### config.mk
export PLATFORM = sky130hd
export DESIGN_NAME = companion_power_sequencer
export DESIGN_NICKNAME = d
export VERILOG_FILES = /design/src/hdl/cps_pkg.sv /design/src/hdl/cps_cfg_regs.sv /design/src/hdl/cps_sampler.sv /design/src/hdl/cps_sequencer.sv /design/src/hdl/companion_power_sequencer.sv
export SDC_FILE = /design/constraint.sdc
export NUM_CORES = 1
export LEC_CHECK = 0
export BUFFER_PORTS_ARGS = -buffer_cell sky130_fd_sc_hd__buf_2
export CORE_MARGIN = 8
export CORE_UTILIZATION = 62
export DETAILED_ROUTE_END_ITERATION = 12
export MAX_ROUTING_LAYER = met4
export PLACE_DENSITY_LB_ADDON = 0.3
export SLEW_MARGIN = 15
export SYNTH_ARGS = -nofsm -noshare
export SYNTH_HDL_FRONTEND = slang
export SYNTH_SLANG_ARGS = --single-unit
### constraint.sdc
create_clock -name i_clk -period 6 [get_ports i_clk]
set_input_delay 0.9 -clock i_clk [delete_from_list [all_inputs] [get_ports i_clk]]
set_output_delay 0.9 -clock i_clk [all_outputs]
set_load 0.02 [all_outputs]
### src/hdl/cps_pkg.sv
// shared types and constants for the companion power sequencer
// no dependencies; imported by every module of the block
`default_nettype none

package cps_pkg;

    localparam int unsigned CFG_IDX_W  = 3;
    localparam int unsigned CFG_DATA_W = 24;
    localparam int unsigned TIMER_W    = 24;
    localparam int unsigned SAMP_W     = 16;

    // register indexes
    localparam logic [CFG_IDX_W-1:0] REG_SAMPLE_INTERVAL = 3'd0;
    localparam logic [CFG_IDX_W-1:0] REG_POWER_CUT       = 3'd1;
    localparam logic [CFG_IDX_W-1:0] REG_BOOT_LIMIT      = 3'd2;
    localparam logic [CFG_IDX_W-1:0] REG_ACK_TIMEOUT     = 3'd3;
    localparam logic [CFG_IDX_W-1:0] REG_GRACE           = 3'd4;

    // reset values
    localparam logic [SAMP_W-1:0]  RST_SAMPLE_INTERVAL = 16'd250;
    localparam logic [TIMER_W-1:0] RST_POWER_CUT       = 24'd2000;
    localparam logic [TIMER_W-1:0] RST_BOOT_LIMIT      = 24'd120000;
    localparam logic [TIMER_W-1:0] RST_ACK_TIMEOUT     = 24'd60000;
    localparam logic [TIMER_W-1:0] RST_GRACE           = 24'd60000;

    // outcome codes
    localparam logic [2:0] OC_NONE     = 3'd0;
    localparam logic [2:0] OC_OK       = 3'd1;
    localparam logic [2:0] OC_ALREADY  = 3'd2;
    localparam logic [2:0] OC_BOOT_TO  = 3'd3;
    localparam logic [2:0] OC_ACK_TO   = 3'd4;
    localparam logic [2:0] OC_GRACE_TO = 3'd5;

    // command codes
    localparam logic [1:0] REQ_TICK     = 2'd0;
    localparam logic [1:0] REQ_STARTUP  = 2'd1;
    localparam logic [1:0] REQ_SHUTDOWN = 2'd2;
    localparam logic [1:0] REQ_RESTART  = 2'd3;

    typedef enum logic [5:0] {
        PH_IDLE  = 6'b000001,
        PH_CUT   = 6'b000010,
        PH_BOOT  = 6'b000100,
        PH_ACK   = 6'b001000,
        PH_GRACE = 6'b010000,
        PH_RCUT  = 6'b100000
    } t_phase;

    typedef struct packed {
        logic [SAMP_W-1:0]  sample_interval;
        logic [TIMER_W-1:0] power_cut;
        logic [TIMER_W-1:0] boot_limit;
        logic [TIMER_W-1:0] ack_timeout;
        logic [TIMER_W-1:0] grace;
    } t_cfg;

    typedef struct packed {
        logic       power_on;
        logic       shutdown_drive;
        logic       busy;
        logic       done;
        logic [2:0] outcome;
    } t_seq_res;

    typedef struct packed {
        t_seq_res seq;
        logic     host_up;
    } t_result;

endpackage

`default_nettype wire

### src/hdl/cps_cfg_regs.sv
// configuration register file of the power sequencer
// depends on cps_pkg
`default_nettype none

module cps_cfg_regs (
    input  wire logic                            i_clk,
    input  wire logic                            i_rst_n,
    input  wire logic                            i_cfg_valid,
    input  wire logic [cps_pkg::CFG_IDX_W-1:0]   i_cfg_index,
    input  wire logic [cps_pkg::CFG_DATA_W-1:0]  i_cfg_data,
    output cps_pkg::t_cfg                        o_cfg
);
    import cps_pkg::*;

    t_cfg r_cfg;

    always_ff @(posedge i_clk) begin
        if (!i_rst_n) begin
            r_cfg.sample_interval <= RST_SAMPLE_INTERVAL;
            r_cfg.power_cut       <= RST_POWER_CUT;
            r_cfg.boot_limit      <= RST_BOOT_LIMIT;
            r_cfg.ack_timeout     <= RST_ACK_TIMEOUT;
            r_cfg.grace           <= RST_GRACE;
        end else if (i_cfg_valid) begin
            // indexes beyond the list are dropped
            unique case (i_cfg_index)
                REG_SAMPLE_INTERVAL: r_cfg.sample_interval <= i_cfg_data[SAMP_W-1:0];
                REG_POWER_CUT:       r_cfg.power_cut       <= i_cfg_data;
                REG_BOOT_LIMIT:      r_cfg.boot_limit      <= i_cfg_data;
                REG_ACK_TIMEOUT:     r_cfg.ack_timeout     <= i_cfg_data;
                REG_GRACE:           r_cfg.grace           <= i_cfg_data;
                default: ;
            endcase
        end
    end

    assign o_cfg = r_cfg;

endmodule

`default_nettype wire

### src/hdl/cps_sampler.sv
// monitor pin sampler and host-up qualifier
// depends on cps_pkg
`default_nettype none

module cps_sampler #(
    parameter int unsigned SAMPLE_COUNT = 5
) (
    input  wire logic                        i_clk,
    input  wire logic                        i_rst_n,
    input  wire logic                        i_step,
    input  wire logic                        i_level,
    input  wire logic [cps_pkg::SAMP_W-1:0]  i_interval,
    output logic                             o_host_up
);
    import cps_pkg::*;

    logic [SAMP_W-1:0]       r_timer;
    logic [SAMP_W-1:0]       n_timer;
    logic [SAMPLE_COUNT-1:0] r_window;
    logic [SAMPLE_COUNT-1:0] n_window;
    logic [SAMP_W:0]         timer_inc;

    always_comb begin
        timer_inc = {1'b0, r_timer} + {{SAMP_W{1'b0}}, 1'b1};
        n_window  = r_window;
        if (timer_inc >= {1'b0, i_interval}) begin
            n_timer  = '0;
            n_window = SAMPLE_COUNT'({r_window, i_level});
        end else begin
            n_timer = timer_inc[SAMP_W-1:0];
        end
    end

    always_ff @(posedge i_clk) begin
        if (!i_rst_n) begin
            r_timer  <= '0;
            r_window <= '0;
        end else if (i_step) begin
            r_timer  <= n_timer;
            r_window <= n_window;
        end
    end

    // qualifier as seen by the item being processed
    assign o_host_up = &n_window;

endmodule

`default_nettype wire

### src/hdl/cps_sequencer.sv
// command sequencer: phase machine, wait timer, power and shutdown lines
// depends on cps_pkg
`default_nettype none

module cps_sequencer (
    input  wire logic           i_clk,
    input  wire logic           i_rst_n,
    input  wire logic           i_step,
    input  wire logic [1:0]     i_req,
    input  wire logic           i_host_up,
    input  wire cps_pkg::t_cfg  i_cfg,
    output cps_pkg::t_seq_res   o_res
);
    import cps_pkg::*;

    t_phase             r_phase;
    t_phase             n_phase;
    logic [TIMER_W-1:0] r_timer;
    logic [TIMER_W-1:0] n_timer;
    logic               r_power;
    logic               n_power;
    logic               r_sd;
    logic               n_sd;
    logic               done;
    logic [2:0]         outcome;
    logic [TIMER_W-1:0] timer_inc;
    logic [TIMER_W-1:0] limit;
    logic               wait_over;

    always_comb begin
        timer_inc = r_timer + TIMER_W'(1);
        unique case (r_phase)
            PH_CUT, PH_RCUT: limit = i_cfg.power_cut;
            PH_BOOT:         limit = i_cfg.boot_limit;
            PH_ACK:          limit = i_cfg.ack_timeout;
            default:         limit = i_cfg.grace;
        endcase
        wait_over = timer_inc >= limit;
    end

    always_comb begin
        n_phase = r_phase;
        n_timer = r_timer;
        n_power = r_power;
        n_sd    = r_sd;
        done    = 1'b0;
        outcome = OC_NONE;
        unique case (r_phase)
            PH_IDLE: begin
                unique case (i_req)
                    REQ_STARTUP: begin
                        if (i_host_up) begin
                            n_power = 1'b1;
                            done    = 1'b1;
                            outcome = OC_ALREADY;
                        end else begin
                            n_power = 1'b0;
                            n_phase = PH_CUT;
                            n_timer = '0;
                        end
                    end
                    REQ_SHUTDOWN: begin
                        if (!i_host_up) begin
                            done    = 1'b1;
                            outcome = OC_ALREADY;
                        end else begin
                            n_sd    = 1'b1;
                            n_phase = PH_ACK;
                            n_timer = '0;
                        end
                    end
                    REQ_RESTART: begin
                        n_power = 1'b0;
                        n_phase = PH_RCUT;
                        n_timer = '0;
                    end
                    default: ;
                endcase
            end
            PH_CUT: begin
                n_timer = timer_inc;
                if (wait_over) begin
                    n_power = 1'b1;
                    n_phase = PH_BOOT;
                    n_timer = '0;
                end
            end
            PH_RCUT: begin
                n_timer = timer_inc;
                if (wait_over) begin
                    n_power = 1'b1;
                    n_phase = PH_IDLE;
                    n_timer = '0;
                    done    = 1'b1;
                    outcome = OC_OK;
                end
            end
            PH_BOOT: begin
                if (i_host_up) begin
                    n_phase = PH_IDLE;
                    n_timer = '0;
                    done    = 1'b1;
                    outcome = OC_OK;
                end else if (wait_over) begin
                    n_phase = PH_IDLE;
                    n_timer = '0;
                    done    = 1'b1;
                    outcome = OC_BOOT_TO;
                end else begin
                    n_timer = timer_inc;
                end
            end
            PH_ACK: begin
                if (!i_host_up) begin
                    n_sd    = 1'b0;
                    n_phase = PH_GRACE;
                    n_timer = '0;
                end else if (wait_over) begin
                    n_phase = PH_IDLE;
                    n_timer = '0;
                    done    = 1'b1;
                    outcome = OC_ACK_TO;
                end else begin
                    n_timer = timer_inc;
                end
            end
            PH_GRACE: begin
                n_timer = timer_inc;
                if (wait_over) begin
                    if (i_host_up) begin
                        outcome = OC_GRACE_TO;
                    end else begin
                        n_power = 1'b0;
                        outcome = OC_OK;
                    end
                    n_phase = PH_IDLE;
                    n_timer = '0;
                    done    = 1'b1;
                end
            end
            default: begin
                n_phase = PH_IDLE;
                n_timer = '0;
            end
        endcase
    end

    always_ff @(posedge i_clk) begin
        if (!i_rst_n) begin
            r_phase <= PH_IDLE;
            r_timer <= '0;
            r_power <= 1'b0;
            r_sd    <= 1'b0;
        end else if (i_step) begin
            r_phase <= n_phase;
            r_timer <= n_timer;
            r_power <= n_power;
            r_sd    <= n_sd;
        end
    end

    always_comb begin
        o_res.power_on       = n_power;
        o_res.shutdown_drive = n_sd;
        o_res.busy           = (n_phase != PH_IDLE);
        o_res.done           = done;
        o_res.outcome        = outcome;
    end

endmodule

`default_nettype wire

### src/hdl/companion_power_sequencer.sv
// top level of the companion power sequencer: input register, result skid buffer
// depends on cps_pkg, cps_cfg_regs, cps_sampler, cps_sequencer
`default_nettype none

// Power sequencer for a companion computer. Every input transfer is one time
// tick carrying an optional command (startup, shutdown, forced restart) and the
// level of the host-alive monitor pin; every tick gives exactly one result
// transfer with the power switch drive, the shutdown request line, busy, a
// one-tick done pulse with its outcome code, and the qualified host-up flag.
// The pin is sampled every sample_interval_ticks ticks into a window of
// SAMPLE_COUNT samples; the host counts as up while all of them are high.
// Commands arriving while a sequence runs, or on the tick it finishes, are
// dropped. Throughput is one tick per clock cycle while the result side does
// not stall: the tick is held in the input register, its state update (sampler
// and phase machine, one 24-bit increment and compare) is done from that
// register, and the result lands in the output register. A two-entry output
// buffer lets the block place one more result in its skid entry after the
// result side stalls. Configuration writes are always ready and are meant to
// be done while no tick is in flight.
module companion_power_sequencer #(
    parameter int unsigned SAMPLE_COUNT = 5
) (
    input  wire logic                            i_clk,
    input  wire logic                            i_rst_n,
    // tick channel
    input  wire logic                            i_in_valid,
    output logic                                 o_in_stall,
    input  wire logic [1:0]                      i_req_type,
    input  wire logic                            i_monitor_level,
    // result channel
    output logic                                 o_out_valid,
    input  wire logic                            i_out_stall,
    output logic                                 o_power_on,
    output logic                                 o_shutdown_drive,
    output logic                                 o_busy_res,
    output logic                                 o_done_res,
    output logic [2:0]                           o_outcome,
    output logic                                 o_host_up,
    // configuration write channel
    input  wire logic                            i_cfg_valid,
    output logic                                 o_cfg_ready,
    input  wire logic [cps_pkg::CFG_IDX_W-1:0]   i_cfg_index,
    input  wire logic [cps_pkg::CFG_DATA_W-1:0]  i_cfg_data
);
    import cps_pkg::*;

    t_cfg     cfg;
    t_seq_res seq_res;
    t_result  result;
    logic     host_up;

    // input register
    logic       r_in_valid;
    logic       n_in_valid;
    logic [1:0] r_req;
    logic       r_level;

    // output register and skid entry
    logic    r_out_valid;
    logic    n_out_valid;
    logic    r_sk_valid;
    logic    n_sk_valid;
    t_result r_out;
    t_result n_out;
    t_result r_sk;
    t_result n_sk;

    logic in_take;
    logic proc_go;
    logic out_take;

    assign o_cfg_ready = 1'b1;

    // the held tick moves on whenever the skid entry is free
    assign proc_go    = r_in_valid && !r_sk_valid;
    assign o_in_stall = r_in_valid && r_sk_valid;
    assign in_take    = i_in_valid && !o_in_stall;
    assign out_take   = r_out_valid && !i_out_stall;

    cps_cfg_regs u_cfg (
        .i_clk       (i_clk),
        .i_rst_n     (i_rst_n),
        .i_cfg_valid (i_cfg_valid),
        .i_cfg_index (i_cfg_index),
        .i_cfg_data  (i_cfg_data),
        .o_cfg       (cfg)
    );

    cps_sampler #(
        .SAMPLE_COUNT (SAMPLE_COUNT)
    ) u_sampler (
        .i_clk      (i_clk),
        .i_rst_n    (i_rst_n),
        .i_step     (proc_go),
        .i_level    (r_level),
        .i_interval (cfg.sample_interval),
        .o_host_up  (host_up)
    );

    cps_sequencer u_seq (
        .i_clk     (i_clk),
        .i_rst_n   (i_rst_n),
        .i_step    (proc_go),
        .i_req     (r_req),
        .i_host_up (host_up),
        .i_cfg     (cfg),
        .o_res     (seq_res)
    );

    always_comb begin
        result.seq     = seq_res;
        result.host_up = host_up;
    end

    // input register control
    always_comb begin
        if (in_take) begin
            n_in_valid = 1'b1;
        end else if (proc_go) begin
            n_in_valid = 1'b0;
        end else begin
            n_in_valid = r_in_valid;
        end
    end

    // result buffer: skid entry drains first, new results go to the free slot
    always_comb begin
        n_out_valid = r_out_valid;
        n_sk_valid  = r_sk_valid;
        n_out       = r_out;
        n_sk        = r_sk;
        if (r_sk_valid) begin
            if (out_take) begin
                n_out      = r_sk;
                n_sk_valid = 1'b0;
            end
        end else if (proc_go) begin
            if (!r_out_valid || out_take) begin
                n_out       = result;
                n_out_valid = 1'b1;
            end else begin
                n_sk       = result;
                n_sk_valid = 1'b1;
            end
        end else if (out_take) begin
            n_out_valid = 1'b0;
        end
    end

    always_ff @(posedge i_clk) begin
        if (!i_rst_n) begin
            r_in_valid  <= 1'b0;
            r_out_valid <= 1'b0;
            r_sk_valid  <= 1'b0;
        end else begin
            r_in_valid  <= n_in_valid;
            r_out_valid <= n_out_valid;
            r_sk_valid  <= n_sk_valid;
        end
    end

    // payload, no reset needed
    always_ff @(posedge i_clk) begin
        if (in_take) begin
            r_req   <= i_req_type;
            r_level <= i_monitor_level;
        end
        r_out <= n_out;
        r_sk  <= n_sk;
    end

    assign o_out_valid      = r_out_valid;
    assign o_power_on       = r_out.seq.power_on;
    assign o_shutdown_drive = r_out.seq.shutdown_drive;
    assign o_busy_res       = r_out.seq.busy;
    assign o_done_res       = r_out.seq.done;
    assign o_outcome        = r_out.seq.outcome;
    assign o_host_up        = r_out.host_up;

endmodule

`default_nettype wire
# [Word-level counts from Yosys, hierarchy flattened]
# Index checks and enable logic that the tools add are counted.
[word_totals] input_bits=35 reg_bits=187
[classes] n_eq_ne=19 muxes=58 bitwise_logic=2 add_sub_neg=2 n_reduce_logical=27 order_cmp=2
[op_table] op="$pmux W24 S3" count=2
[op_table] op="$mux W24" count=5
[op_table] op="$pmux W24 S4" count=1
[op_table] op="$mux W6" count=6
[op_table] op="$mux W8" count=4
[op_table] op="$pmux W6 S5" count=1
[op_table] op="$add A24 B1 Y24 const B" count=1
[op_table] op="$ge A24 B24 Y1" count=1
[op_table] op="$mux W1" count=21
[op_table] op="$pmux W6 S3" count=1
[op_table] op="$add A16 B1 Y17 const B" count=1
[op_table] op="$ge A17 B16 Y1" count=1
[op_table] op="$mux W16" count=1
[op_table] op="$mux W3" count=5
[op_table] op="$pmux W3 S5" count=1
[op_table] op="$reduce_and A2 Y1" count=5
[op_table] op="$reduce_and A3 Y1" count=3
[op_table] op="$reduce_bool A2 Y1" count=4
[op_table] op="$eq A3 B2 Y1 const B" count=2
[op_table] op="$eq A6 B1 Y1 const B" count=1
[op_table] op="$eq A6 B2 Y1 const B" count=1
[op_table] op="$eq A6 B3 Y1 const B" count=1
[op_table] op="$eq A6 B4 Y1 const B" count=1
[op_table] op="$eq A6 B5 Y1 const B" count=1
[op_table] op="24 further kinds" count=39

# [Logic depth before layout (Yosys ltp)]
[depth] depth_word=11 depth_mapped=20

# [By module]
# Synthesis repeated with hierarchy kept, for this count alone.
[unflattened] hier_cells=1109 hier_area_um2=10122.2
[modules_own_cells] mod="cps_cfg_regs" cells_per_inst=411 area_each_um2=4289.1 instances=1 seq_area_each_um2=2242.2
[modules_own_cells] mod="cps_sequencer" cells_per_inst=437 area_each_um2=3226.8 instances=1 seq_area_each_um2=640.6
[modules_own_cells] mod="cps_sampler" cells_per_inst=214 area_each_um2=1734.2 instances=1 seq_area_each_um2=420.4
[modules_own_cells] mod="companion_power_sequencer" cells_per_inst=47 area_each_um2=872.1 instances=1 seq_area_each_um2=630.6

# [Worst setup path before layout]
# Ideal clock, no wire load.
[synth_path] path_type="register to register" start="reg u_seq.r_phase[0]" end="reg r_out (netlist bit o_done_res), data pin" arrival_ps=4264 n_path_buf=3 t_required_ps=5740 slack_ps=1476 path_stages_with_launch=19 path_cell_list="dfxtp_1 > or3_1 > nor3_1 > or3_1 > buf_1 > clkbuf_1 > nand2_1 > o21ai_0 > ha_1 > a21o_1 > a211o_1 > nor2b_1 > o2111ai_1 > o21a_1 > clkbuf_1 > a21o_1 > o22a_1 > a311o_1 > mux2_2"
[synth_rtl] item="start, declared" line_no="cps_sequencer.sv:16" rtl="t_phase r_phase;"
[synth_rtl] item="start signal, assigned" line_no="cps_sequencer.sv:155" rtl="r_phase <= n_phase;"
[synth_rtl] item="end signal, assigned" line_no="companion_power_sequencer.sv:168" rtl="r_out <= n_out;"
[synth_rtl] item="end, declared" line_no="companion_power_sequencer.sv:63" rtl="t_result r_out;"

==> results.md <==
- Entering global routing, the biggest net connects 100 pins.
- Setup repair after global routing left no endpoint under its margin.
- The cell with the largest stage delay on the worst path is sky130_fd_sc_hd__or3_1.
- Across all hold checks on the routed design, the worst slack comes to 0.454 ns.
- The first TritonRoute pass finished after 6 iterations.
- Relative to the synthesized area, the layout overhead comes to 9.24%.
- The tool flagged a number of max-cap violations equal to 0.
- The maximum frequency from static timing analysis is 204 MHz.
- The deepest clock path buffer count is 2.
- The cell occurring most often along the worst timing path is sky130_fd_sc_hd__a21o_1.
- The worst hold path class is reg -> reg.
- In this run the cell area of the synthesized design comes to 9270 sq um.
- Detailed routing inserted a total of 8,458 vias.
- The via count of the first global-routing pass is 7,762.
- In the final routed layout, each cell accounts on average for 17.6 um.
- At the end of the flow, the number of nets in the layout was 1,234.
- The y dimension of the die is 138 um.
- The run finished with clean final reports.
- Measured against its own limit, the worst slew margin works out to 23.2%.
- The floorplan has 44 rows.
- The synthesized design spends more area on one cell type than any other, namely sky130_fd_sc_hd__dfxtp_1.
- The number of buffers and inverters on the critical path is 0.
- The worst-case IR drop observed on VDD is 0.224 mV.
- The remaining number of nets flagged by the antenna check after routing is 0.
- The worst endpoint required time is 6.20 ns.
- In this run the static leakage power is 0.00391 uW.
- The overall global routing resource usage is 24.8%.
- 46 I/O pins were placed.
- The combinational family with the most area after synthesis is simple AND/OR/NAND/NOR gates.
- At the pin with the least slew margin, the transition time is 1.15 ns.
- Summing the areas of all compound-gate instances in the mapped netlist gives 18.2% of the synthesized area.
- The source-to-sink clock delay at the later pin of the worst-skew pair is 0.45 ns.
- Setup violations remaining at the end of the flow were counted as 0.
- After technology mapping, the gate count stands at 1,161.
- The post-cts gate resize count is 0.
- The number of buffers created by CTS is 17.
- The placeable core region is 14,600 sq um.
- Among all flip-flop cells after synthesis, the most frequent one is sky130_fd_sc_hd__dfxtp_1.
- The DRC violation count after routing is 0.
- After detailed routing, the total wire length is 23,800 um.
- The aggregate negative setup slack is 0 ns.
- The clock drives 187 sinks.
- By area the synthesized netlist is led by sky130_fd_sc_hd__dfxtp_1, sky130_fd_sc_hd__nand2_1, sky130_fd_sc_hd__a21oi_1.
- The count of final max-slew check failures came to 0.
- After synthesis, the most frequently instantiated cells are sky130_fd_sc_hd__nand2_1, sky130_fd_sc_hd__dfxtp_1, sky130_fd_sc_hd__a21oi_1.
- The arrival time at the worst endpoint is 5.11 ns.
- The worst setup path is launched from a flop.
- In this run, distinct cell masters in the synthesized netlist total 70.
- The first routing iteration left 912 violations.
- The post-synthesis sequential area ratio is 42.5%.
- In this run the horizontal extent of the chip is 138 um.
- The share of flip-flops with an asynchronous set or reset after synthesis is 0%.
- The H-tree generated during clock tree synthesis spans 4 levels.
- After global routing the overflow that remains totals 0.
- The root buffer selected by CTS is sky130_fd_sc_hd__clkbuf_16.
- The post-synthesis mux area share is 0.594%.
- The mean instance size in the synthesized netlist is 7.98 sq um.
- Buffers inserted to repair hold after CTS numbered 0.
- Synthesis inferred 187 register bits.
- The number of antenna violations at the first check in global routing is 0.
- Synthesis produced a netlist with a net count of 1,238.
- For this run, the number of Yosys warnings is 0.
- After detailed routing, the number of vias per cell comes to 6.25.
- The xor and xnor area share after synthesis is 3.59%.
- The count of final hold-check violations is 0.
- The clock period minus final worst setup slack is 4.91 ns.
- Summing the areas of all fa, ha and maj instances in the mapped netlist gives 5.67% of the synthesized area.
- The most common cell in the synthesized netlist is sky130_fd_sc_hd__nand2_1.
- At the end of routability-driven placement, the weighted congestion stood at 0.883.
- The count of buffers from port buffering is 44.
- On the worst path, the slowest cell contributes a delay of 0.64 ns.
- The TritonCTS clock tree is yes.
- The share of the cycle needed by the critical path after routing is 81.8%.
- Walking the worst path, the cells encountered are nor3_1 > nand2b_1 > nor3b_2 > or3_1 > o21ai_0 > ha_1 > a21o_1 > a211o_1 > nor2b_1 > o2111ai_1 > o21a_1 > a21o_1 > o22a_1 > a311o_1 > mux2_2.
- The maximum fanout encountered on the critical timing path is 25.
- STA classifies the critical path endpoint as a flop.
- The wire length of the first global-routing pass is 38,800 um.
- Of the cells placed in the final design, the portion with a size suffix greater than 1 is 9.57%.
- The HPWL after detailed placement is 15,600 um.
- The number of synthesized flops with an enable pin is 19.
- The critical path is of the reg -> reg type.
- The dominant delay contributor by cell family on the critical path is compound AO/OA/AOI/OAI gates.
- The buffer count from post-CTS setup fixing is 0.
- The initial core utilization is 63.5%.
- The die area is 19,100 sq um.
- For this design the ratio of total power to cell area is 263 nW/um^2.
- The worst clock skew on the final layout is 0.0144 ns.
- Clock-pin slew was measured on the worst setup and hold paths at 0.07 ns.
- The basic-gate share of the synthesized area counting and, or, nand and nor cells is 25.1%.
- The final antenna diode count is 0.
- Summed over its instances, the top area cell type makes up 36.3% of the synthesized netlist area.
==> power by group <==
part           internal [uW]  switching [uW]
clock                    640             554
combinational           49.0             116
sequential              1290            17.1
==> routing by layer <==
metal  global-route usage (%)  vias up  share of wire (%)
li1                         -     4063                  -
met5                        -        -                  0
met4                     8.52        0                1.5
met1                     32.3     3970                 44
met2                     37.4      389                 46
met3                     5.34       36                8.2
==> sequential cells by signal, summed over array words and instances, names as in the netlist, 2 cells and up <==
signal,count
o_outcome,3
r_sk,8
r_req,2
u_seq.r_timer,24
u_sampler.r_window,5
u_seq.r_phase,6
u_cfg.o_cfg,112
u_sampler.r_timer,16
==> final timing paths <==
| kind | startpoint | end | slack (ns) | cells past startpoint |
|---|---|---|---|---|
| hold reg to reg | u_cfg.o_cfg[19]$_SDFFE_PN0P_ | u_cfg.o_cfg[19]$_SDFFE_PN0P_ | 0.45 | 2 |
| setup reg to reg | u_seq.r_phase[1]$_SDFFE_PN0P_ | o_done_res$_DFFE_PP_ | 1.09 | 15 |
| setup / recovery | u_seq.r_phase[1]$_SDFFE_PN0P_ | o_done_res$_DFFE_PP_ | 1.09 | 15 |
| hold / removal | u_cfg.o_cfg[19]$_SDFFE_PN0P_ | u_cfg.o_cfg[19]$_SDFFE_PN0P_ | 0.45 | 2 |
==> kinds of logic after synthesis <==
group	after synthesis
AO/OA/AOI/OAI	271
flip-flops	187
other	1
multiplexers	5
adder cells (fa/ha/maj)	42
AND/OR/NAND/NOR	516
XOR/XNOR	38
buffers and inverters	101
==> layout make-up <==
| class | count | area (sq um) |
|---|---|---|
| Clock inverter | 15 | 198 |
| Clock buffer | 17 | 425 |
| Fill cell | 1153 | 4470 |
| Multi-Input combinational cell | 873 | 4940 |
| Tap cell | 184 | 230 |
| Sequential cell | 187 | 3930 |
| Timing Repair Buffer | 55 | 303 |
| Inverter | 23 | 87.6 |
==> worst register-to-register path: cells and delay by family, from the launching register on <==
kind | cells | cell delay (ns)
fa+ha+maj | 1 | 0.33
compound gates | 8 | 1.92
mux | 1 | 0.27
flops | 1 | 0.36
simple gates | 5 | 1.80
==> stage by stage <==
step           utilization (%)  area, sq um  setup slack [ns]  instances  total power [uW]
4_1_cts                   69.4        10100              1.14       1354              2660
2_1_floorplan                -         9270              1.48       1161              1440
5_1_grt                   69.4        10100             0.688       1354              2730
6_report                  69.4        10100              1.09       1354              2660
3_5_place_dp              65.1         9500              1.16       1322              1490
3_3_place_gp              65.1         9500              1.33       1322              1490
==> placed cells by master (no fill, tap or decap), drive strengths merged, types with 3 or more instances in the layout <==
master and n:
inv 31, ha 42, nand3b 8, nor3 16, dfxtp 168, o31ai 5
clkbuf 17, and2 5, nand4 14, xnor2 21, a21boi 11, a21oi 143
mux2 4, and4 5, or4 4, or2 3, xor2 17, and3 16
buf 55, o21a 4, a31oi 6, or3 3, clkinvlp 3, nand2 304
nor2 43, nor2b 7, nand2b 6, a21o 6, nand3 73, a222oi 24
o211ai 7, o21ai 48, edfxtp 19
Note: power is estimated with default switching activity, not from simulation.
